## src/design/maf_pkg.sv

```systemverilog
// Shared types and constants of the moving average filter.
package maf_pkg;

    localparam int SAMPLE_W  = 32;
    localparam int AVG_W     = 32;
    localparam int SUM_W     = 40;
    localparam int CFG_W     = 9;
    localparam int DIGIT_W   = 4;
    localparam int DIGITS    = SUM_W / DIGIT_W;
    localparam int CARRY_W   = 2;
    localparam int ACC_CNT_W = $clog2(DIGITS + 1);
    localparam int DIV_CNT_W = $clog2(SUM_W + 1);

    localparam logic KIND_PUSH  = 1'b0;
    localparam logic KIND_CLEAR = 1'b1;

    localparam logic [AVG_W-1:0] AVG_MAX = {1'b0, {(AVG_W-1){1'b1}}};
    localparam logic [AVG_W-1:0] AVG_MIN = {1'b1, {(AVG_W-1){1'b0}}};

    typedef struct packed {
        logic start;
        logic clear;
        logic subtract;
    } acc_ctrl_t;

    typedef struct packed {
        logic busy;
        logic done;
    } unit_stat_t;

endpackage

```

## src/design/maf_div.sv

```systemverilog
// Bit-serial restoring divider of the signed sum by the window, saturated.
module maf_div #(
    parameter int DIVISOR_W = 9
) (
    input  logic                      clk,
    input  logic                      rst_n,
    input  logic                      start,
    input  logic [maf_pkg::SUM_W-1:0] sum,
    input  logic [DIVISOR_W-1:0]      divisor,
    output maf_pkg::unit_stat_t       stat,
    output logic [maf_pkg::AVG_W-1:0] quotient
);

    import maf_pkg::*;

    logic [SUM_W-1:0]     q_reg, q_next;
    logic [DIVISOR_W-1:0] rem_reg, rem_next;
    logic [DIVISOR_W-1:0] dvs_reg, dvs_next;
    logic                 neg_reg, neg_next;
    logic [DIV_CNT_W-1:0] cnt_reg, cnt_next;
    logic                 busy_reg, busy_next;
    logic                 done_reg, done_next;
    logic [DIVISOR_W:0]   rem_sh;
    logic [DIVISOR_W:0]   diff;
    logic                 take;
    logic                 hi_any;

    // The dividend shifts out at the top while quotient bits enter at the bottom.
    always_comb
    begin
        rem_sh = {rem_reg, q_reg[SUM_W-1]};
        diff   = rem_sh - {1'b0, dvs_reg};
        take   = (rem_sh >= {1'b0, dvs_reg});
    end

    always_comb
    begin
        q_next    = q_reg;
        rem_next  = rem_reg;
        dvs_next  = dvs_reg;
        neg_next  = neg_reg;
        cnt_next  = cnt_reg;
        busy_next = busy_reg;
        done_next = 1'b0;
        if (start)
        begin
            neg_next  = sum[SUM_W-1];
            q_next    = sum[SUM_W-1] ? (~sum + SUM_W'(1)) : sum;
            rem_next  = '0;
            dvs_next  = divisor;
            cnt_next  = '0;
            busy_next = 1'b1;
        end
        else if (busy_reg)
        begin
            rem_next = take ? diff[DIVISOR_W-1:0] : rem_sh[DIVISOR_W-1:0];
            q_next   = {q_reg[SUM_W-2:0], take};
            if (cnt_reg == DIV_CNT_W'(SUM_W - 1))
            begin
                busy_next = 1'b0;
                done_next = 1'b1;
            end
            else
            begin
                cnt_next = cnt_reg + DIV_CNT_W'(1);
            end
        end
    end

    always_ff @(posedge clk or negedge rst_n)
    begin
        if (!rst_n)
        begin
            cnt_reg  <= '0;
            busy_reg <= 1'b0;
            done_reg <= 1'b0;
        end
        else
        begin
            cnt_reg  <= cnt_next;
            busy_reg <= busy_next;
            done_reg <= done_next;
        end
    end

    always_ff @(posedge clk)
    begin
        q_reg   <= q_next;
        rem_reg <= rem_next;
        dvs_reg <= dvs_next;
        neg_reg <= neg_next;
    end

    // Apply the sign and clamp the magnitude to the 32-bit range.
    always_comb
    begin
        hi_any = |q_reg[SUM_W-1:AVG_W];
        if (neg_reg)
        begin
            if (hi_any || (q_reg[AVG_W-1] && (|q_reg[AVG_W-2:0])))
            begin
                quotient = AVG_MIN;
            end
            else
            begin
                quotient = ~q_reg[AVG_W-1:0] + AVG_W'(1);
            end
        end
        else
        begin
            if (hi_any || q_reg[AVG_W-1])
            begin
                quotient = AVG_MAX;
            end
            else
            begin
                quotient = q_reg[AVG_W-1:0];
            end
        end
    end

    assign stat.busy = busy_reg;
    assign stat.done = done_reg;

endmodule

```

## config.mk

```make
export PLATFORM = sky130hd
export DESIGN_NAME = maf_div
export DESIGN_NICKNAME = d
export VERILOG_FILES = /design/src/design/maf_pkg.sv /design/src/design/maf_div.sv
export SDC_FILE = /design/constraint.sdc
export NUM_CORES = 1
export LEC_CHECK = 0
export BUFFER_PORTS_ARGS = -buffer_cell sky130_fd_sc_hd__buf_2
export CORE_MARGIN = 1
export CORE_UTILIZATION = 25
export CTS_CLUSTER_DIAMETER = 40
export DETAILED_ROUTE_END_ITERATION = 10
export MAX_ROUTING_LAYER = met4
export REMOVE_ABC_BUFFERS = 1
export SLEW_MARGIN = 20
export SYNTH_ARGS = -nofsm -noshare
export SYNTH_HDL_FRONTEND = slang
export SYNTH_SLANG_ARGS = --single-unit
```

## constraint.sdc

```tcl
create_clock -name clk -period 8.9 [get_ports clk]
set_input_delay 1.78 -clock clk [delete_from_list [all_inputs] [get_ports clk]]
set_output_delay 1.78 -clock clk [all_outputs]
set_load 0.05 [all_outputs]
```

# After elaboration in Yosys (flattened, before gate mapping)
# Cells that the tools add are included.
# totals
output_inout_bits	34
ff_bits	67
inputBits	52
# classes
add_sub_neg	4
eq_ne	2
n_bitwise	2
order_cmp	1
muxes	16
n_reduce_logical	7
# op_table
operator	count
40-bit 2-to-1 mux	3
32-bit 2-to-1 mux	3
40-bit by 1-bit adder with 40-bit output, second input constant	1
40-bit NOT	1
32-bit by 1-bit adder with 32-bit output, second input constant	1
32-bit NOT	1
31-bit OR reduction	1
6-bit 2-to-1 mux	3
10-bit by 9-bit >= comparator with 1-bit output	1
9-bit 2-to-1 mux	1
9-bit subtractor	1
8-bit OR reduction	1
6-bit by 1-bit adder with 6-bit output, second input constant	1
6-bit equality test, second input constant	1
1-bit 2-to-1 mux	6
1-bit logical OR	2
2-bit inequality test, second input constant	1
2-bit AND reduction	1
2-bit nonzero test	1
1-bit logical AND	1

# Depth between registers and ports, before layout
# Gate-level depths: netlist (run 1).
# depth
word_depth	5
mapped_depth	11

# Worst setup path after synthesis (run 1)
# Ideal clock, no wire load.
# synth_timing
path_type	register to output
start	reg q_reg[16]
end	out quotient[14] in the netlist's numbering
arrival_time_ps	3942
path_buffers	1
stages_incl_launch_ff	7
slack_ps	3178
cell_sequence	edfxtp_1 > or4_4 > or4_4 > o41ai_4 > nand2_2 > buf_2 > o311ai_0
# synth_via
elab_chain_cells	5
# synth_lines
item	line_no	text
start, declared	maf_div.sv:16	logic [SUM_W-1:0] q_reg, q_next;
start signal, assigned	maf_div.sv:88	q_reg <= q_next;
31-bit OR reduction	maf_div.sv:100	if (hi_any || (q_reg[AVG_W-1] && (|q_reg[AVG_W-2:0])))
1-bit logical AND	maf_div.sv:100	
1-bit logical OR	maf_div.sv:100	
32-bit 2-to-1 mux	maf_div.sv:100	
32-bit 2-to-1 mux	maf_div.sv:98	if (neg_reg)
end, declared	maf_div.sv:11	output logic [maf_pkg::AVG_W-1:0] quotient
# No other way between the ends.

# Worst setup path after layout (run 1)
# layout_timing
start	reg q_reg[16]
end	out quotient[15] in the netlist's numbering
# Same word-level chain as after synthesis.

==> results of run 1 <==
==> logic make-up after synthesis <==
group,after synthesis,share of synthesized area
buffers and inverters,54,0.0443
AND/OR/NAND/NOR,237,0.232
XOR/XNOR,48,0.0836
AO/OA/AOI/OAI,157,0.207
flip-flops,67,0.374
adder cells (fa/ha/maj),13,0.0338
multiplexers,12,0.0246
==> per-layer routing <==
metal,share of wire,vias to the layer above,GRT usage
met5,0,-,-
met4,0.0091,0,0.0353
met3,0.068,9,0.0397
met2,0.48,138,0.243
met1,0.45,2161,0.184
li1,-,2344,-
==> Yosys cell counts, drive strengths merged, types with 2 or more instances <==
library cell / n
a211o: 2
a21o: 4
a21oi: 40
a31oi: 5
and3: 4
buf: 10
clkbuf: 24
dfrtp: 8
dfxtp: 9
edfxtp: 50
ha: 12
inv: 20
mux2: 3
mux2i: 9
nand2: 37
nand2b: 3
nand3: 18
nand4: 7
nor2: 88
nor2b: 6
nor3: 22
nor3b: 6
nor4: 16
o211ai: 4
o21a: 2
o21ai: 45
o22ai: 2
o311a: 2
o311ai: 19
o31a: 2
o31ai: 11
o41ai: 9
or2: 5
or3: 6
or4: 14
xnor2: 8
xor2: 40
==> report_power, final <==
| part | switching [mW] | internal [mW] |
|---|---|---|
| combinational | 0.223 | 0.140 |
| sequential | 0.0553 | 0.390 |
| clock | 0.141 | 0.190 |
==> final cells by class <==
cell class	instances	area, um^2
fill	2088	13600
clock inverter	7	52.6
timing repair buffer	88	448
clock buffer	9	225
antenna	4	10.0
tap	265	332
sequential	67	1880
inverter	20	75.1
multi-input combinational	467	2930
==> final timing paths <==
| path | slack [ns] | startpoint | cells after the start | to |
|---|---|---|---|---|
| max | 3.36 | q_reg[16]$_DFFE_PP_ | 6 | quotient[15] |
| min | 0.50 | rem_reg[8]$_SDFFE_PP0P_ | 2 | rem_reg[8]$_SDFFE_PP0P_ |
| max reg2reg | 6.13 | q_reg[39]$_DFFE_PP_ | 11 | rem_reg[1]$_SDFFE_PP0P_ |
| min reg2reg | 0.50 | rem_reg[8]$_SDFFE_PP0P_ | 2 | rem_reg[8]$_SDFFE_PP0P_ |
| max in group asynchronous | 7.45 | rst_n | 1 | cnt_reg[1]$_DFFE_PN0P_ |
| min in group asynchronous | 1.28 | rst_n | 1 | cnt_reg[0]$_DFFE_PN0P_ |
==> stage by stage <==
step	setup slack, ns	util	instance area (um^2)	hold WS [ns]	power [mW]
6_report	3.36	0.304	5950	0.496	1.14
5_1_grt	2.95	0.304	5950	0.521	1.21
4_1_cts	3.36	0.303	5940	0.502	1.15
3_5_place_dp	3.74	0.289	5660	0.494	0.816
3_3_place_gp	3.74	0.289	5660	0.486	0.813
2_1_floorplan	3.13	-	4880	0.450	0.698
==> critical path, cell delays in order (launching register included) <==
cell and delay (ns):
edfxtp_1 0.49, or4_4 0.59, or4_4 0.58, o41ai_4 0.37, nand2_2 0.39, o311ai_1 0.62, buf_2 0.37
==> metrics.md, run 1 <==
| Metric | Value |
|---|---|
| Layout cells sized above 1 | 0.182 |
| Sink Count | 67 |
| Synth Area per Inst | 8.55 um^2 |
| Synth Cell Area | 5030 um^2 |
| Largest net degree at the start of global routing | 94 |
| Worst hold path type | flop to flop |
| VDD IR max | 135 uV |
| Root Buffer | clkbuf_16 |
| Number of global-route vias before repair | 4430 |
| Initial antenna violation count | 4 |
| Static leakage | 2.20 nW |
| Period utilization | 0.623 |
| Ys Warns | 0 |
| Fmax | 180 MHz |
| Placed cells | 907 |
| Detailed Route WL | 14200 um |
| Vias per inst | 5.02 |
| First-pass GRT wire length | 23400 um |
| Worst Path Class, Setup | flop to primary output |
| Clock buffer depth | 2 |
| Clock insertion delay at the later pin of the skew report | 0.34 ns |
| Total gr overflow | 0 |
| Unique masters post-synth | 62 |
| Layout area overhead | 18.4% |
| Hold_buf cts | 0 |
| CTS tree | built |
| Outcome | finished, final reports clean |
| Dominant synthesized flop cell | edfxtp_1 |
| Worst clock skew | 0.00622 ns |
| Cell taking the most area after synthesis | edfxtp_1 |
| Post-DRT Antenna Nets | 0 |
| Final slew viol count | 0 |
| Unrepaired setup endpoints after global routing | no |
| Total of max-cap violations | 0 |
| FP Rows | 51 |
| GR Util All Layers | 0.150 |
| DR iter-0 viols | 278 |
| Final hold vios | 0 |
| Post-CTS resize count | 0 |
| Post-synthesis instance total | 588 |
| CP max FO | 23 |
| DR pass1 iterations | 5 |
| Post-CTS setup buffers | 0 |
| Commonest non-fill, non-tap cell in the layout | nor2_1 |
| Pwr per Cell Area | 191 nW/um^2 |
| WL/cell | 15.4 um |
| Die height | 144 um |
| Core Region | 19600 um^2 |
| Async S/R FF share, synth | 0.119 |
| Synth top area cells | edfxtp_1 30%, xor2_1 7.0%, nor2_1 6.6% |
| EDFF count, synth | 50 |
| I/O pins | 86 |
| Via count | 4652 |
| Final setup viols | 0 |
| Min Tclk post-route | 5.54 ns |
| Detailed placer's ending HPWL | 10600 um |
| DRC errors left | 0 |
| Buffers on Ports | 85 |
| Yosys top cell area share | 0.299 |
| H-tree depth | 3 |
| Crit path launch type | flop |
| Setup TNS | 0 ns |
| CTS Buf Count | 9 |
| Max reg flops | 40 |
| WP data arrival | 3.76 ns |
| Sequential-to-total area share from yosys stat | 0.374 |
| Nets@finish | 718 |
| Post-Layout Cell Count | 927 |
| Most frequent cells in the layout | 88 x nor2_1, 85 x buf_2, 50 x edfxtp_1 |
| Die width | 144 um |
| Clock slew at reported path FFs | 0.06 ns |
| Die ar. | 20700 um^2 |
| Critical Path RT | 7.12 ns |
| Number of synthesized register bits | 67 |
| Worst-margin pin slew | 0.912 ns |
| Routability Congestion | 0.830 |
| Starting Density | 0.257 |
| Critical Path End Type | primary output |
| Rel. slew slack | 0.392 |
No activity file was read; power rests on OpenSTA's default activity.
==> run 2, diff against run 1 <==
==> constraint.sdc (replaced) <==
create_clock -name clk -period 4.51 [get_ports clk]
set_input_delay 0.902 -clock clk [delete_from_list [all_inputs] [get_ports clk]]
set_output_delay 0.902 -clock clk [all_outputs]
set_load 0.05 [all_outputs]
==> run 2 against run 1 <==
Combinational power increased by 110%. Cell count is 1.8% higher. Largest power group unchanged. Count of clock-buffer cells in the layout unchanged. Flip-flop and latch count unchanged. Die area did not move. Wire length increased by 1.4%. Via count increased by 1.9%. First-iteration DRC count is 26% higher.
==> metrics.md, run 2 (synthesis gave the netlist of run 1 again) <==
| Metric | Value |
|---|---|
| Clock insertion delay at the later pin of the skew report | 0.35 ns (was 0.34 ns) |
| Setup WS pre-CTS | 0.449 ns (was 3.74 ns) |
| DP Area | 5780 um^2 (was 5660 um^2) |
| Largest net degree at the start of global routing | 81 (was 94) |
| Placed cells | 921 (was 907) |
| Most frequent cells in the layout | 88 x nor2_1, 84 x buf_2, 50 x edfxtp_1 (was 88 x nor2_1, 85 x buf_2, 50 x edfxtp_1) |
| Clock buffer depth | 2 (unchanged) |
| Critical Path RT | 3.61 ns (was 7.12 ns) |
| Worst clock skew | 0.00762 ns (was 0.00622 ns) |
| Max reg flops | 40 (unchanged) |
| DRC errors left | 0 (unchanged) |
| Die width | 144 um (unchanged) |
| GR Util All Layers | 0.149 (was 0.150) |
| Commonest non-fill, non-tap cell in the layout | nor2_1 (unchanged) |
| CTS Buf Count | 9 (unchanged) |
| CP max FO | 14 (was 23) |
| Fill count | 2107 (was 2088) |
| Register share of total power | 0.364 (was 0.391) |
| Finished Core Util | 0.314 (was 0.304) |
| Period utilization | 0.975 |
| Initial antenna violation count | 4 (unchanged) |
| DR pass1 iterations | 5 (unchanged) |
| Detailed Route WL | 14400 um (was 14200 um) |
| Worst-margin pin slew | 0.711 ns (was 0.912 ns) |
| Clk network pwr share | 0.323 (was 0.290) |
| Slowest Stage Delay on Critical Path | 0.59 ns (was 0.62 ns) |
| Nets@finish | 735 (was 718) |
| VDD IR max | 247 uV (was 135 uV) |
| Fmax | 227 MHz |
| Sink Count | 67 (unchanged) |
| Total of max-cap violations | 0 (unchanged) |
| Switch Pwr | 0.841 mW (was 0.419 mW) |
| FP Rows | 51 (unchanged) |
| Clock slew at reported path FFs | 0.06 ns (about the same) |
| Final slew viol count | 0 (unchanged) |
| Number of global-route vias before repair | 4347 (was 4430) |
| Routability Congestion | 0.828 (was 0.830) |
| Outcome | finished, final reports clean (unchanged) |
| Min Tclk post-route | 4.40 ns |
| Total gr overflow | 0 (unchanged) |
| H-tree depth | 3 (unchanged) |
| Starting Density | 0.257 (unchanged) |
| Via count | 4740 (was 4652) |
| Static leakage | 2.32 nW (was 2.20 nW) |
| CP cell instances | or4_4, or4_4, o41ai_4, buf_4, nand2_4, buf_4, or3_1, o211ai_1, buf_2 (was or4_4, or4_4, o41ai_4, nand2_2, o311ai_1, buf_2) |
| Post-route worst setup slack | 0.113 ns (was 3.36 ns) |
| Worst Path Class, Setup | flop to primary output (unchanged) |
| WP data arrival | 3.50 ns (was 3.76 ns) |
| First-pass GRT wire length | 22900 um (was 23400 um) |
| I/O pins | 86 (unchanged) |
| Layout cells sized above 1 | 0.204 (was 0.182) |
| Pwr per Cell Area | 389 nW/um^2 (was 191 nW/um^2) |
| CP max stage cell | or4_4 (was o311ai_1) |
| Crit path launch type | flop (unchanged) |
| Int Pwr | 1.55 mW (was 0.720 mW) |
| Design area | 6150 um^2 (was 5950 um^2) |
| Unrepaired setup endpoints after global routing | yes (was no) |
| Final hold vios | 0 (unchanged) |
| Detailed placer's ending HPWL | 10800 um (was 10600 um) |
| WL/cell | 15.3 um (was 15.4 um) |
| Rel. slew slack | 0.522 (was 0.392) |
| Sw Share | 0.352 (was 0.368) |
| Die ar. | 20700 um^2 (unchanged) |
| Post-Layout Cell Count | 944 (was 927) |
| Final setup viols | 0 (unchanged) |
| Comb pwr share | 0.313 (was 0.319) |
| Core Region | 19600 um^2 (unchanged) |
| Layout area overhead | 22.4% (was 18.4%) |
| Die height | 144 um (unchanged) |
| Post-DRT Antenna Nets | 0 (unchanged) |
| Vias per inst | 5.02 (about the same) |
| Worst hold path type | primary input to asynchronous set/reset pin (was flop to flop) |
| CTS tree | built (unchanged) |
| Critical Path End Type | primary output (unchanged) |
| Buffers on Ports | 85 (unchanged) |
| DR iter-0 viols | 349 (was 278) |
| Root Buffer | clkbuf_16 (unchanged) |
==> run 2: critical path: cells and delay by family (launching register included) <==
family                 cells  cell delay, ns
flip-flops                 1            0.49
buffers and inverters      3            0.69
AND/OR/NAND/NOR            4            1.57
AO/OA/AOI/OAI              2            0.40
==> run 2: path summary, 6_finish.rpt <==
check,startpoint,endpoint,slack [ns],cells past startpoint
max,q_reg[14]$_DFFE_PP_,quotient[22],0.11,9
min,rst_n,cnt_reg[4]$_DFFE_PN0P_,0.39,1
max reg2reg,q_reg[39]$_DFFE_PP_,rem_reg[1]$_SDFFE_PP0P_,1.75,11
min reg2reg,rem_reg[5]$_SDFFE_PP0P_,rem_reg[5]$_SDFFE_PP0P_,0.50,2
max in group asynchronous,rst_n,cnt_reg[0]$_DFFE_PN0P_,3.94,1
min in group clk,rem_reg[5]$_SDFFE_PP0P_,rem_reg[5]$_SDFFE_PP0P_,0.50,2
==> run 2: metal layers <==
layer | global-route usage | wire (um) | vias up
li1 | - | - | 2371
met1 | 0.181 | 6470 | 2238
met2 | 0.239 | 6910 | 113
met3 | 0.0427 | 842 | 18
met4 | 0.0403 | 227 | 0
met5 | - | 0 | -
==> run 2: power by group through the flow <==
stage,registers [mW],clock network [mW],logic (mW)
final,0.870,0.773,0.748
after floorplan,0.850,0,0.528
after detailed placement,0.881,0,0.745
after global routing,0.885,0.818,0.824
after CTS,0.870,0.798,0.747
after global placement,0.879,0,0.737
==> run 2: cell type report <==
type | instances | area (um^2) | share of cell area
multi-input combinational | 467 | 2940 | 0.478
tap | 265 | 332 | 0.0539
antenna | 4 | 10.0 | 0.00163
clock inverter | 7 | 98.8 | 0.0161
clock buffer | 9 | 225 | 0.0366
inverter | 20 | 75.1 | 0.0122
timing repair buffer | 105 | 591 | 0.0960
sequential | 67 | 1880 | 0.306
==> run 2: what timing repair did <==
action | in CTS | in global routing
setup endpoints to repair | 0 | 12
setup buffers | 0 | 3
gates resized for setup | 0 | 3
hold endpoints to repair | 0 | 0
hold buffers | 0 | 0
==> run 2: through the flow <==
stage                TNS, ns  hold WS [ns]  power, mW
global placement           0         0.487       1.62
detailed placement         0         0.496       1.63
floorplan              -1.89         0.450       1.38
CTS                        0         0.378       2.41
finish                     0         0.393       2.39
global route        -0.00880         0.384       2.53
