--- config.mk ---
export PLATFORM = sky130hd
export DESIGN_NAME = maf_acc
export DESIGN_NICKNAME = d
export VERILOG_FILES = /design/src/design/maf_pkg.sv /design/src/design/maf_acc.sv
export SDC_FILE = /design/constraint.sdc
export NUM_CORES = 1
export LEC_CHECK = 0
export ABC_AREA = 1
export BUFFER_PORTS_ARGS = -buffer_cell sky130_fd_sc_hd__buf_2
export CAP_MARGIN = 20
export CORE_UTILIZATION = 49
export DETAILED_ROUTE_END_ITERATION = 10
export GPL_ROUTABILITY_DRIVEN = 1
export PLACE_DENSITY = 0.8
export SLEW_MARGIN = 10
export SYNTH_ARGS = -nofsm -noshare
export SYNTH_HDL_FRONTEND = slang
export SYNTH_SLANG_ARGS = --single-unit
--- constraint.sdc ---
create_clock -name clk -period 2.5 [get_ports clk]
set_input_delay 0.5 -clock clk [delete_from_list [all_inputs] [get_ports clk]]
set_output_delay 0.5 -clock clk [all_outputs]
set_load 0.03 [all_outputs]
--- src/design/maf_pkg.sv ---
// Shared types and constants of the moving average filter.
package maf_pkg;

    localparam int SAMPLE_W  = 32;
    localparam int AVG_W     = 32;
    localparam int SUM_W     = 40;
    localparam int CFG_W     = 9;
    localparam int DIGIT_W   = 4;
    localparam int DIGITS    = SUM_W / DIGIT_W;
    localparam int CARRY_W   = 2;
    localparam int ACC_CNT_W = $clog2(DIGITS + 1);
    localparam int DIV_CNT_W = $clog2(SUM_W + 1);

    localparam logic KIND_PUSH  = 1'b0;
    localparam logic KIND_CLEAR = 1'b1;

    localparam logic [AVG_W-1:0] AVG_MAX = {1'b0, {(AVG_W-1){1'b1}}};
    localparam logic [AVG_W-1:0] AVG_MIN = {1'b1, {(AVG_W-1){1'b0}}};

    typedef struct packed {
        logic start;
        logic clear;
        logic subtract;
    } acc_ctrl_t;

    typedef struct packed {
        logic busy;
        logic done;
    } unit_stat_t;

endpackage

--- src/design/maf_acc.sv ---
// Digit-serial running sum: adds the new sample and, when subtract is set, subtracts the retired one.
module maf_acc (
    input  logic                         clk,
    input  logic                         rst_n,
    input  maf_pkg::acc_ctrl_t           ctrl,
    input  logic [maf_pkg::SAMPLE_W-1:0] sample,
    input  logic [maf_pkg::SAMPLE_W-1:0] old_sample,
    output maf_pkg::unit_stat_t          stat,
    output logic [maf_pkg::SUM_W-1:0]    sum
);

    import maf_pkg::*;

    logic [SUM_W-1:0]           sum_reg, sum_next;
    logic [SUM_W-1:0]           a_reg, a_next;
    logic [SUM_W-1:0]           b_reg, b_next;
    logic [CARRY_W-1:0]         carry_reg, carry_next;
    logic [ACC_CNT_W-1:0]       cnt_reg, cnt_next;
    logic                       busy_reg, busy_next;
    logic                       done_reg, done_next;
    logic [DIGIT_W+CARRY_W-1:0] total;

    // The three-operand digit sum never carries more than two.
    always_comb
    begin
        total = (DIGIT_W+CARRY_W)'(sum_reg[DIGIT_W-1:0])
              + (DIGIT_W+CARRY_W)'(a_reg[DIGIT_W-1:0])
              + (DIGIT_W+CARRY_W)'(b_reg[DIGIT_W-1:0])
              + (DIGIT_W+CARRY_W)'(carry_reg);
    end

    always_comb
    begin
        sum_next   = sum_reg;
        a_next     = a_reg;
        b_next     = b_reg;
        carry_next = carry_reg;
        cnt_next   = cnt_reg;
        busy_next  = busy_reg;
        done_next  = 1'b0;
        if (ctrl.clear)
        begin
            sum_next  = '0;
            busy_next = 1'b0;
        end
        else if (ctrl.start)
        begin
            a_next = {{(SUM_W-SAMPLE_W){sample[SAMPLE_W-1]}}, sample};
            if (ctrl.subtract)
            begin
                b_next     = ~{{(SUM_W-SAMPLE_W){old_sample[SAMPLE_W-1]}}, old_sample};
                carry_next = CARRY_W'(1);
            end
            else
            begin
                b_next     = '0;
                carry_next = '0;
            end
            cnt_next  = '0;
            busy_next = 1'b1;
        end
        else if (busy_reg)
        begin
            sum_next   = {total[DIGIT_W-1:0], sum_reg[SUM_W-1:DIGIT_W]};
            a_next     = a_reg >> DIGIT_W;
            b_next     = b_reg >> DIGIT_W;
            carry_next = total[DIGIT_W+CARRY_W-1:DIGIT_W];
            if (cnt_reg == ACC_CNT_W'(DIGITS - 1))
            begin
                busy_next = 1'b0;
                done_next = 1'b1;
            end
            else
            begin
                cnt_next = cnt_reg + ACC_CNT_W'(1);
            end
        end
    end

    always_ff @(posedge clk or negedge rst_n)
    begin
        if (!rst_n)
        begin
            sum_reg   <= '0;
            carry_reg <= '0;
            cnt_reg   <= '0;
            busy_reg  <= 1'b0;
            done_reg  <= 1'b0;
        end
        else
        begin
            sum_reg   <= sum_next;
            carry_reg <= carry_next;
            cnt_reg   <= cnt_next;
            busy_reg  <= busy_next;
            done_reg  <= done_next;
        end
    end

    always_ff @(posedge clk)
    begin
        a_reg <= a_next;
        b_reg <= b_next;
    end

    assign stat.busy = busy_reg;
    assign stat.done = done_reg;
    assign sum       = sum_reg;

endmodule

### Word-level counts from Yosys, hierarchy flattened

Index checks and enable logic that the tools add are counted.

| word-level totals | value |
|---|---|
| RAM bits | 0 |
| input bits | 69 |
| word-level logic and storage cells | 43 |
| latch bits | 0 |
| memory bits (read-only) | 0 |
| memories kept | 0 |
| register bits | 128 |
| output and inout port bits | 42 |

| cells by class | value |
|---|---|
| order comparisons | 0 |
| shifts and indexed selects | 0 |
| equality and inequality tests | 3 |
| bitwise operators | 2 |
| reductions and logical operators | 5 |
| $add $sub $neg | 4 |
| div/mod/pow operators | 0 |
| muxes and demuxes | 22 |
| multipliers | 0 |

Operators by type and width:

| kind | count |
|---|---|
| two-way mux 40 bit | 8 |
| NOT 40 bit | 1 |
| two-way mux 4 bit | 3 |
| two-way mux 1 bit | 9 |
| adder 5 x 4 -> 6 bit | 1 |
| adder 6 x 2 -> 6 bit | 1 |
| adder 4 x 4 -> 5 bit | 1 |
| adder 4 x 1 -> 4 bit, second input constant | 1 |
| == test 4 bit, second input constant | 1 |
| two-way mux 2 bit | 2 |
| inequality test 2 bit, second input constant | 2 |
| AND reduction 2 bit | 2 |
| nonzero test 2 bit | 2 |
| AND reduction 3 bit | 1 |
| NOT 1 bit | 1 |

### Depth between registers and ports, before layout

Gate-level depths: netlist (run 1).

| logic depth | value |
|---|---|
| depth after elaboration | 6 |
| depth in mapped cells | 11 |
| gate-level depth less buffers | 11 |

### Least setup slack after synthesis (run 1)

Ideal clock, no wire load.

| timing | value |
|---|---|
| kind | reg2reg |
| from | register sum_reg[1] (netlist: sum[1]) |
| to | register carry_reg[1] |
| setup slack | -0.164 ns |
| setup time | 0.127 ns |
| arrival time | 2.537 ns |
| clock period less this slack | 2.664 ns |
| required time | 2.373 ns |
| stages on the path, launching flop included | 11 |
| path buffers | 0 |
| path through | dfrtp_1 > inv_1 > fa_1 > fa_1 > inv_1 > ha_1 > fa_1 > nand2_1 > nand2_1 > a21oi_1 > o21ai_0 |

| on the way | value |
|---|---|
| longest elaborated chain between the ends | 5 |

RTL lines:

| element | line | RTL |
|---|---|---|
| start: declaration | maf_acc.sv:14 | `logic [SUM_W-1:0] sum_reg, sum_next;` |
| start signal: assignment | maf_acc.sv:92 | `sum_reg <= sum_next;` |
| adder 4 x 4 -> 5 bit | maf_acc.sv:27 | `+ (DIGIT_W+CARRY_W)'(a_reg[DIGIT_W-1:0])` |
| adder 5 x 4 -> 6 bit | maf_acc.sv:28 | `+ (DIGIT_W+CARRY_W)'(b_reg[DIGIT_W-1:0])` |
| adder 6 x 2 -> 6 bit | maf_acc.sv:29 | `+ (DIGIT_W+CARRY_W)'(carry_reg);` |
| two-way mux 2 bit | maf_acc.sv:62 | `else if (busy_reg)` |
| two-way mux 2 bit | maf_acc.sv:46 | `else if (ctrl.start)` |
| end signal: assignment | maf_acc.sv:93 | `carry_reg <= carry_next;` |
| end: declaration | maf_acc.sv:17 | `logic [CARRY_W-1:0] carry_reg, carry_next;` |

No other way between the ends. The select of a mux whose other input is x is not followed.
A chain may end at the register's enable or synchronous reset.

### Worst setup path in the final report (run 1)

| timing | value |
|---|---|
| from | register sum_reg[1] (netlist: sum[1]) |
| to | register sum_reg[39] (netlist: sum[39]) |

| on the way | value |
|---|---|
| longest elaborated chain between the ends | 6 |

RTL lines:

| element | line | RTL |
|---|---|---|
| adder 4 x 4 -> 5 bit | maf_acc.sv:27 |  |
| adder 5 x 4 -> 6 bit | maf_acc.sv:28 |  |
| adder 6 x 2 -> 6 bit | maf_acc.sv:29 |  |
| two-way mux 40 bit | maf_acc.sv:62 |  |
| two-way mux 40 bit | maf_acc.sv:46 |  |
| two-way mux 40 bit | maf_acc.sv:41 | `if (ctrl.clear)` |

No other way between the ends. The select of a mux whose other input is x is not followed.

==> run_results.csv, run 1 <==
group,metric,value,unit
run_status,run_status,"complete, no violations",
logic_synthesis,synth_edf_count,68,
routing,num_vias,3674,
routing,antenna_left,0,
critical_path,r2r_start,"sum[1]",
pwr,cellLeakagePower,0.00297,uW
pwr,power_frac_clock,48.7,%
layout,final_common_cell,"nand2_1",
critical_path,endpoint_kind,"flip-flop",
clock_network,cts_sinks,116,
floorplan,rows,37,
logic_synthesis,synthDistinctLibCells,26,
logic_synthesis,async_flop_share,41.4,%
critical_path,cp_top_family,"adder cells",
critical_path,startpoint,"sum[1]",
critical_path,r2r_setup_slack,0.02,ns
timing,rsz0062_at_grt,"yes",
critical_path,cp_common_cell,"fa_1",
timing,fin_crit,2.48,ns
critical_path,worstPathRequired,2.94,ns
critical_path,cp.buffers_inverters,2,
logic_synthesis,syn_area,0.00517,mm2
routing,wl_met1,4.32,mm
logic_synthesis,ys_seq_area_share,62.7,%
clock_network,cts_tree,"yes",
routing,routed_wl,10.3,mm
critical_path,cp_slowest_cell,"fa_1",
logic_synthesis,synth_nets,551,
clock_network,root_buffer,"clkbuf_8",
clock_network,clkLatencyLatePin,0.52,ns
routing,vias_per_cell,5.02,
global_routing,grt_first_pass_wirelength,17.2,mm
critical_path,critPathLaunchType,"flip-flop",
layout,drive_above_1_share,32.7,%
job,max_cap_viol_count,0,
clock_network,htree_levels,4,
layout,nets,667,
floorplan,die_h,105,um
timing,worst_pin_slew,0.583,ns
placement,post_dp_cell_area,0.00586,mm2
routing,dr.pass1.iters,4,
pwr,pwr_density_cell,778,mW/mm2
critical_path,reg2reg_to,"sum[39]",
placement,port-buffer-count,110,
worst_hold_path,min-delay-start,"sample[19]",
global_routing,grt_max_degree,64,
global_routing,grt_usage,20.3,%
timing,slew_headroom,61.2,%
placement,place_congestion,0.865,
clock_network,path_clk_slew,0.06,ns
logic_synthesis,synth_top_area_share,39.5,%
global_routing,overflow,0,
routing,wl_met2,5.30,mm
floorplan,io_pins,111,
floorplan,die_w,105,um
pwr,p_comb_share,8.1,%
layout,fin_cells,732,
pwr,irDropWorstVdd,0.000392,V
placement,dp.cells,699,
layout,fin_area,0.00649,mm2
critical_path,critPathMaxFanout,3,
pwr,swShare,22.1,%
routing,dr_wl_met3,448,um
routing,drt-initial-drc-count,279,
timing,hold_viol,0,
logic_synthesis,synth_seq_cells,116,
worst_hold_path,holdPathStages,3,
layout,antenna_cells,0,
layout,area_delta_synth_final,25.5,%
critical_path,ff2ff_path_depth,9,
routing,route.detailed.wl_per_inst,14.0,um
critical_path,critPathArrivalTime,2.92,ns
critical_path,max_stage_delay,0.50,ns
critical_path,worstSetupPathType,"flip-flop to flip-flop",
layout,largest_reg_flops,40,
routing,routed.top_layer,"met4",
timing,setup_viol,0,
timing,fin_skew,0.0107,ns
placement,hpwl,7.05,mm
timing,clock.fmax,403,MHz
global_routing,grt_pass1_vias,3726,
clock_network,cts_buffer_depth,2,
logic_synthesis,synth_flop_cell,"edfxtp_1",
pwr,cell_internal_pwr,3940,uW
logic_synthesis,synth_cells,467,
routing,drc_errors,0,
worst_hold_path,hold_end,"a_reg[19]",
logic_synthesis,yosysWarnings,0,
floorplan,start_util,50.3,%
critical_path,crit_chain,"inv_2, fa_1, fa_1, inv_1, ha_2, fa_2, a21oi_1, o211ai_1, o21ai_1",
layout,final_cell_mix,"144 x nand2_1, 110 x buf_2, 68 x edfxtp_1",
pwr,switching_power,1120,uW
floorplan,die_area,0.0110,mm2
global_routing,antenna_found_initial,0,
logic_synthesis,yosysTopAreaCell,"edfxtp_1",
worst_hold_path,hold_class,"primary input to flip-flop",
pwr,seq_power_share,43.2,%
logic_synthesis,ys_top_cells_by_area,"edfxtp_1 39%, dfrtp_1 23%, nand2_1 10%, o22ai_2 7.3%, inv_1 4.5%",
timing,layout_worst_path_cycle_share,99.2,%
logic_synthesis,synth_area_per_cell,11.1,um2
floorplan,fp.coreArea,0.0103,mm2
clock_network,numCtsBuffers,17,
timing,drv_slew,0,
[power by group through the flow]
stage               clock network [uW]  logic, uW  registers, uW
detailed placement                   0        406           2220
global route                      2580        462           2190
global placement                     0        387           2210
finish                            2460        410           2180
CTS                               2500        413           2180
floorplan                            0        237           2230
[worst reg2reg max path: stages, from the launching register on]
cell      delay [ns]
dfrtp_2         0.40
inv_2           0.07
fa_1            0.43
fa_1            0.50
inv_1           0.05
ha_2            0.20
fa_2            0.36
a21oi_1         0.18
o211ai_1        0.13
o21ai_1         0.09
[per-layer routing]
layer / GRT usage, % / vias to the layer above
li1: - / 1780
met1: 25.0 / 1760
met2: 33.8 / 114
met3: 4.93 / 20
met4: 9.56 / 0
met5: 0 / -
[through the flow]
stage	worst slack, ns	TNS (ns)	power [uW]	utilization (%)	hold WS [ns]
5_1_grt	-0.0415	-0.0415	5230	63.2	0.247
3_5_place_dp	-0.0376	-0.0376	2620	57.0	0.445
6_report	0.0204	0	5060	63.2	0.254
2_1_floorplan	0.00851	0	2470	-	0.204
3_3_place_gp	0.0790	0	2600	57.0	0.445
4_1_cts	0.0276	0	5090	63.1	0.236
[how the worst max path moves through the flow]
stage                              end  slack, ns  cells past startpoint
final                          sum[39]       0.02                      9
after global routing      carry_reg[1]      -0.04                     10
after detailed placement  carry_reg[1]      -0.04                     10
after floorplan           carry_reg[1]      0.009                     10
after CTS                 carry_reg[1]       0.03                     10
after global placement    carry_reg[1]       0.08                     10
[cells by family (layout without fill, tap and decap cells)]
family,Yosys count,after routing,synth area share (%)
AND/OR/NAND/NOR,165,165,12.6
flip-flops,116,116,62.7
buffers and inverters,87,216,7.45
AO/OA/AOI/OAI,84,84,12.7
adder cells (fa/ha/maj),15,15,4.50
[Yosys cell counts, types with 4 or more instances]
cell type / n
ha_1: 9
nand2_2: 4
nand2_1: 144
o21ai_1: 5
a21oi_1: 4
dfrtp_1: 48
clkbuf_1: 5
edfxtp_1: 68
buf_2: 4
buf_4: 7
o22ai_2: 30
inv_1: 62
o22ai_1: 5
nor2_1: 5
nand3_1: 8
o21ai_0: 38
fa_1: 6
[cell type report]
class,count,area [um2]
multi-input combinational,264,1550
clock inverter,7,87.6
tap,136,170
clock buffer,25,527
inverter,65,253
sequential,116,3240
timing repair buffer,119,658
fill,818,3780
[repair_timing]
item / CTS / global route
setup buffers: 0 / 0
endpoints found under the hold margin: 16 / 0
pin swaps: 3 / 1
resized for setup: 2 / 1
hold buffers: 1 / 0
endpoints found under the setup margin: 2 / 2
cloned: 0 / 0
No activity file was read; power rests on OpenSTA's default activity.
==> inputs of run 2 (changes only) <==
--- a/config.mk
+++ b/config.mk
@@ -11,6 +11,7 @@
 export CORE_UTILIZATION = 49
 export DETAILED_ROUTE_END_ITERATION = 10
 export GPL_ROUTABILITY_DRIVEN = 1
+export GPL_TIMING_DRIVEN = 0
 export PLACE_DENSITY = 0.8
 export SLEW_MARGIN = 10
 export SYNTH_ARGS = -nofsm -noshare
==> run_results.csv, run 2 (synthesized netlist as in run 1, its figures left out) <==
group,metric,value,unit
run_status,run_status,"complete, no violations",
job,max_cap_viol_count,0,
critical_path,critPathMaxFanout,3,
timing,hold_viol,0,
routing,routed_wl,10.8,mm
clock_network,cts_buffer_depth,2,
global_routing,grt-busiest-layer,"met2",
floorplan,rows,37,
layout,area_delta_synth_final,26.1,%
worst_hold_path,hold_class,"primary input to flip-flop",
layout,fill_cells,797,
clock_network,cts_tree,"yes",
global_routing,grt_pass1_vias,3837,
timing,clock.fmax,401,MHz
timing,fin_crit,2.50,ns
routing,num_vias,3766,
global_routing,grt_first_pass_wirelength,17.6,mm
floorplan,io_pins,111,
routing,drt-initial-drc-count,234,
placement,place_congestion,0.797,
layout,nets,683,
clock_network,cts_sinks,116,
critical_path,max_stage_delay,0.51,ns
timing,worst_pin_slew,0.646,ns
timing,tns,0,ns
global_routing,met2_usage,36.4,%
global_routing,antenna_found_initial,1,
floorplan,start_util,50.3,%
clock_network,clkLatencyLatePin,0.52,ns
floorplan,die_h,105,um
timing,setup_viol,0,
floorplan,fp.coreArea,0.0103,mm2
layout,drive_above_1_share,33.9,%
routing,drc_errors,0,
floorplan,die_area,0.0110,mm2
routing,route.detailed.wl_per_inst,14.4,um
pwr,pwr_density_cell,730,mW/mm2
pwr,cellLeakagePower,0.00295,uW
critical_path,critPathLaunchType,"flip-flop",
placement,port-buffer-count,109,
critical_path,crit_chain,"inv_2, fa_2, fa_1, inv_2, ha_4, fa_2, nand2_2, nand2_2, a21oi_2, o21ai_1",
global_routing,grt_use_met3,6.74,%
global_routing,overflow,0,
timing,drv_slew,0,
timing,rsz0062_at_grt,"yes",
routing,vias_per_cell,5.03,
timing,fin_skew,0.00971,ns
layout,fin_util,63.5,%
layout,largest_reg_flops,40,
layout,final_common_cell,"nand2_1",
placement,hpwl,7.21,mm
clock_network,root_buffer,"clkbuf_8",
clock_network,numCtsBuffers,17,
pwr,irDropWorstVdd,0.000363,V
timing,layout_worst_path_cycle_share,99.8,%
global_routing,grt_max_degree,49,
clock_network,path_clk_slew,0.06,ns
routing,antenna_left,0,
global_routing,grt_usage,21.2,%
critical_path,worstPathRequired,2.91,ns
layout,final_cell_mix,"142 x nand2_1, 113 x buf_2, 68 x edfxtp_1",
critical_path,worstSetupPathType,"flip-flop to flip-flop",
critical_path,endpoint_kind,"flip-flop",
critical_path,critPathArrivalTime,2.90,ns
critical_path,cp_slowest_cell,"fa_1",
clock_network,htree_levels,4,
floorplan,die_w,105,um
routing,dr.pass1.iters,5,
global_routing,use_met1,23.9,%
timing,slew_headroom,56.8,%
-- run 2: layout make-up --
class	count	area, um2	share of cell area [%]
diodes	1	2.50	0.0384
repair buffers	113	603	9.25
multi-input cells	264	1580	24.3
clock buffers	17	414	6.35
plain buffers	22	136	2.09
inverters	65	253	3.87
well taps	136	170	2.61
clock inverters	14	115	1.76
flip-flops and latches	116	3240	49.7
-- run 2: critical path, delay by kind of cell, from the launching register on --
family | cells | cell delay, ns
adders and majority gates | 4 | 1.49
DFF | 1 | 0.40
AOI/OAI and AO/OA | 2 | 0.22
and+or+nand+nor | 2 | 0.16
buffers and inverters | 2 | 0.12
-- run 2: worst paths after layout --
kind,cells after the start,start,endpoint,slack (ns)
min reg2reg,2,a_reg[16],a_reg[12],0.51
min,3,sample[28],a_reg[28],0.26
max,10,sum[1],carry_reg[1],0.004
max reg2reg,10,sum[1],carry_reg[1],0.004
max in group asynchronous,3,rst_n,sum[1],1.57
min in group asynchronous,2,rst_n,sum[17],0.43
-- run 2: power breakdown --
group          internal [uW]  switching [uW]  total (uW)
clock network           1300             848        2150
logic                    162             271         433
registers               2150            35.7        2180
total                   3610            1150        4760
-- run 2: metal layers --
layer | up-vias | share of wire, %
met5 | - | 0
met4 | 0 | 2.8
met3 | 25 | 5.6
met2 | 133 | 52
met1 | 1795 | 40
li1 | 1813 | -
-- run 2: repair_timing --
| item | in CTS | in global routing |
|---|---|---|
| hold buffers | 0 | 1 |
| hold endpoints to repair | 0 | 15 |
| pin swaps | 6 | 1 |
| setup buffers | 1 | 0 |
| gates resized for setup | 9 | 1 |
| setup endpoints to repair | 2 | 3 |
-- run 2: per-stage QoR --
| stage | power (uW) | cell area (um2) | instances | setup slack, ns | hold slack [ns] |
|---|---|---|---|---|---|
| after global routing | 4940 | 6520 | 747 | -0.0493 | 0.243 |
| after detailed placement | 2620 | 5920 | 713 | -0.0906 | 0.487 |
| after global placement | 2600 | 5900 | 712 | -0.286 | 0.475 |
| after CTS | 4780 | 6480 | 745 | -0.0199 | 0.194 |
| after floorplan | 2470 | 5180 | 467 | 0.00851 | 0.204 |
| final | 4760 | 6520 | 748 | 0.00421 | 0.257 |
==> inputs of run 3 (changes only) <==
--- a/config.mk
+++ b/config.mk
@@ -5,14 +5,14 @@
 export SDC_FILE = /design/constraint.sdc
 export NUM_CORES = 1
 export LEC_CHECK = 0
-export ABC_AREA = 1
+export ABC_AREA = 0
 export BUFFER_PORTS_ARGS = -buffer_cell sky130_fd_sc_hd__buf_2
 export CAP_MARGIN = 20
-export CORE_UTILIZATION = 49
+export CORE_UTILIZATION = 48
 export DETAILED_ROUTE_END_ITERATION = 10
 export GPL_ROUTABILITY_DRIVEN = 1
 export GPL_TIMING_DRIVEN = 0
-export PLACE_DENSITY = 0.8
+export PLACE_DENSITY = 0.79
 export SLEW_MARGIN = 10
 export SYNTH_ARGS = -nofsm -noshare
 export SYNTH_HDL_FRONTEND = slang
==> constraint.sdc (replaced) <==
create_clock -name clk -period 2.5 [get_ports clk]
set_input_delay 0.375 -clock clk [delete_from_list [all_inputs] [get_ports clk]]
set_output_delay 0.375 -clock clk [all_outputs]
set_load 0.03 [all_outputs]
==> run_results.csv, run 3 <==
group,metric,value,unit
layout,area_delta_synth_final,28.6,%
logic_synthesis,synth_common_cells,"68 x edfxtp_1, 48 x dfrtp_1, 39 x a22o_1",
layout,fin_util,63.9,%
critical_path,cp_top_family,"adder cells",
critical_path,max_stage_delay,0.52,ns
critical_path,path_depth,10,
worst_hold_path,holdPathStages,3,
critical_path,ff2ff_path_depth,10,
logic_synthesis,async_flop_share,41.4,%
floorplan,fp.coreArea,0.00982,mm2
logic_synthesis,ys_top_cells_by_area,"edfxtp_1 42%, dfrtp_1 25%, a22o_1 7.0%, mux2_2 6.5%, o2bb2ai_1 5.0%",
clock_network,htree_levels,4,
critical_path,worstPathRequired,2.90,ns
global_routing,grt_first_pass_wirelength,15.3,mm
floorplan,die_w,103,um
layout,antenna_cells,0,
global_routing,grt_pass1_vias,3063,
clock_network,clkLatencyLatePin,0.52,ns
timing,rsz0062_at_grt,"yes",
floorplan,rows,36,
logic_synthesis,synth_most_common_cell,"edfxtp_1",
timing,drv_slew,0,
logic_synthesis,synth_flop_cell,"edfxtp_1",
placement,port-buffer-count,110,
placement,place_congestion,0.772,
logic_synthesis,yosysTopAreaCell,"edfxtp_1",
critical_path,worstSetupPathType,"flip-flop to flip-flop",
layout,largest_reg_flops,40,
clock_network,root_buffer,"clkbuf_8",
logic_synthesis,synth_top_area_share,41.9,%
clock_network,cts_sinks,116,
pwr,pwr_density_cell,777,mW/mm2
logic_synthesis,syn_area,0.00488,mm2
routing,route.detailed.wl_per_inst,16.2,um
timing,whs,0.129,ns
timing,fin_crit,2.50,ns
timing,tns,-0.00465,ns
logic_synthesis,synth_cells,324,
timing,worst_pin_slew,0.529,ns
floorplan,start_util,49.7,%
placement,hpwl,6.65,mm
routing,drc_errors,0,
timing,setup_viol,1,
timing,fin_skew,0.00752,ns
logic_synthesis,synthDistinctLibCells,30,
run_status,run_status,"finished, violations left",
critical_path,cp.buffers_inverters,2,
worst_hold_path,hold_class,"primary input to flip-flop",
layout,fin_area,0.00627,mm2
timing,clock.fmax,399,MHz
routing,dr.pass1.iters,6,
layout,final_cell_mix,"120 x buf_2, 68 x edfxtp_1, 47 x dfrtp_1",
placement,post_dp_cell_area,0.00566,mm2
logic_synthesis,synth_edf_count,68,
layout,nets,543,
global_routing,antenna_found_initial,1,
logic_synthesis,synth_area_per_cell,15.1,um2
floorplan,die_area,0.0106,mm2
job,max_cap_viol_count,0,
clock_network,path_clk_slew,0.06,ns
layout,fill_cells,786,
run_status,violations,"setup timing",
critical_path,critPathArrivalTime,2.90,ns
logic_synthesis,ys_seq_area_share,66.5,%
critical_path,endpoint_kind,"flip-flop",
clock_network,numCtsBuffers,17,
layout,final_common_cell,"buf_2",
routing,num_vias,3171,
critical_path,cp_slowest_cell,"fa_1",
clock_network,cts_buffer_depth,2,
critical_path,critPathLaunchType,"flip-flop",
routing,routed_wl,9.78,mm
timing,hold_viol,0,
pwr,cellLeakagePower,0.00285,uW
pwr,total_power,4870,uW
global_routing,overflow,0,
routing,drt-initial-drc-count,144,
floorplan,io_pins,111,
pwr,irDropWorstVdd,0.000426,V
floorplan,die_h,103,um
timing,slew_headroom,64.7,%
global_routing,grt_usage,19.8,%
critical_path,critPathMaxFanout,2,
critical_path,crit_chain,"inv_2, fa_1, fa_1, inv_2, ha_4, fa_2, a21oi_2, nor2b_1, o21ai_1, o21ai_1",
logic_synthesis,synth_nets,408,
logic_synthesis,yosysWarnings,0,
timing,layout_setup_ws,-0.00465,ns
routing,antenna_left,0,
logic_synthesis,synth_seq_cells,116,
clock_network,cts_tree,"yes",
global_routing,grt_max_degree,49,
layout,drive_above_1_share,43.6,%
timing,layout_worst_path_cycle_share,100,%
routing,vias_per_cell,5.24,
-- run 3: repair_timing --
item                                   CTS  global route
setup buffers                            1             1
endpoints found under the hold margin    0            18
pin swaps                                2             6
gates resized for setup                  1             5
cloned                                   0             0
hold buffers                             0             1
setup endpoints to repair                2             3
-- run 3: kinds of logic after synthesis --
logic type,after synthesis,synth area share [%]
flip-flops,116,66.5
AO/OA/AOI/OAI,89,14.7
buffers and inverters,42,4.03
multiplexers,30,6.88
AND/OR/NAND/NOR,30,2.77
adder cells (fa/ha/maj),15,4.77
XOR/XNOR,2,0.359
-- run 3: metrics by stage --
step | setup slack, ns | cells
2_1_floorplan | -0.0211 | 324
3_3_place_gp | -0.250 | 567
3_5_place_dp | 0.00598 | 569
4_1_cts | -0.000487 | 602
5_1_grt | -0.183 | 605
6_report | -0.00465 | 605
-- run 3: layout make-up --
class,count,area (um2),area share (%)
tap,133,166,2.65
sequential,116,3240,51.7
clock inverter,13,97.6,1.56
timing repair buffer,116,643,10.3
clock buffer,19,442,7.04
inverter,21,78.8,1.26
buffer,21,118,1.88
multi-input combinational,166,1480,23.6
-- run 3: worst paths after layout --
check | from | end | slack, ns
max reg2reg | a_reg[1] | carry_reg[1] | -0.005
min reg2reg | b_reg[6] | b_reg[2] | 0.52
max | a_reg[1] | carry_reg[1] | -0.005
max in group asynchronous | rst_n | sum[1] | 1.66
min in group asynchronous | rst_n | sum[13] | 0.33
min | sample[28] | a_reg[28] | 0.13
-- run 3: layer usage --
metal / vias to the layer above / track usage [%] / wire length (um)
li1: 1501 / - / -
met1: 1571 / 24.2 / 4200
met2: 90 / 32.4 / 4920
met3: 9 / 6.85 / 562
met4: 0 / 7.80 / 100
met5: - / 0 / 0
-- run 3: worst register-to-register path: cells and delay by family, from the launching register on --
family,cells,cell delay [ns]
buf+inv,2,0.13
compound gates,3,0.34
flops,1,0.38
simple gates,1,0.05
fa+ha+maj,4,1.49
-- run 3: where the power goes --
group | switching [uW] | total, uW | internal [uW]
clock | 905 | 2190 | 1280
combinational | 251 | 464 | 213
sequential | 54.5 | 2220 | 2160
total | 1210 | 4870 | 3660
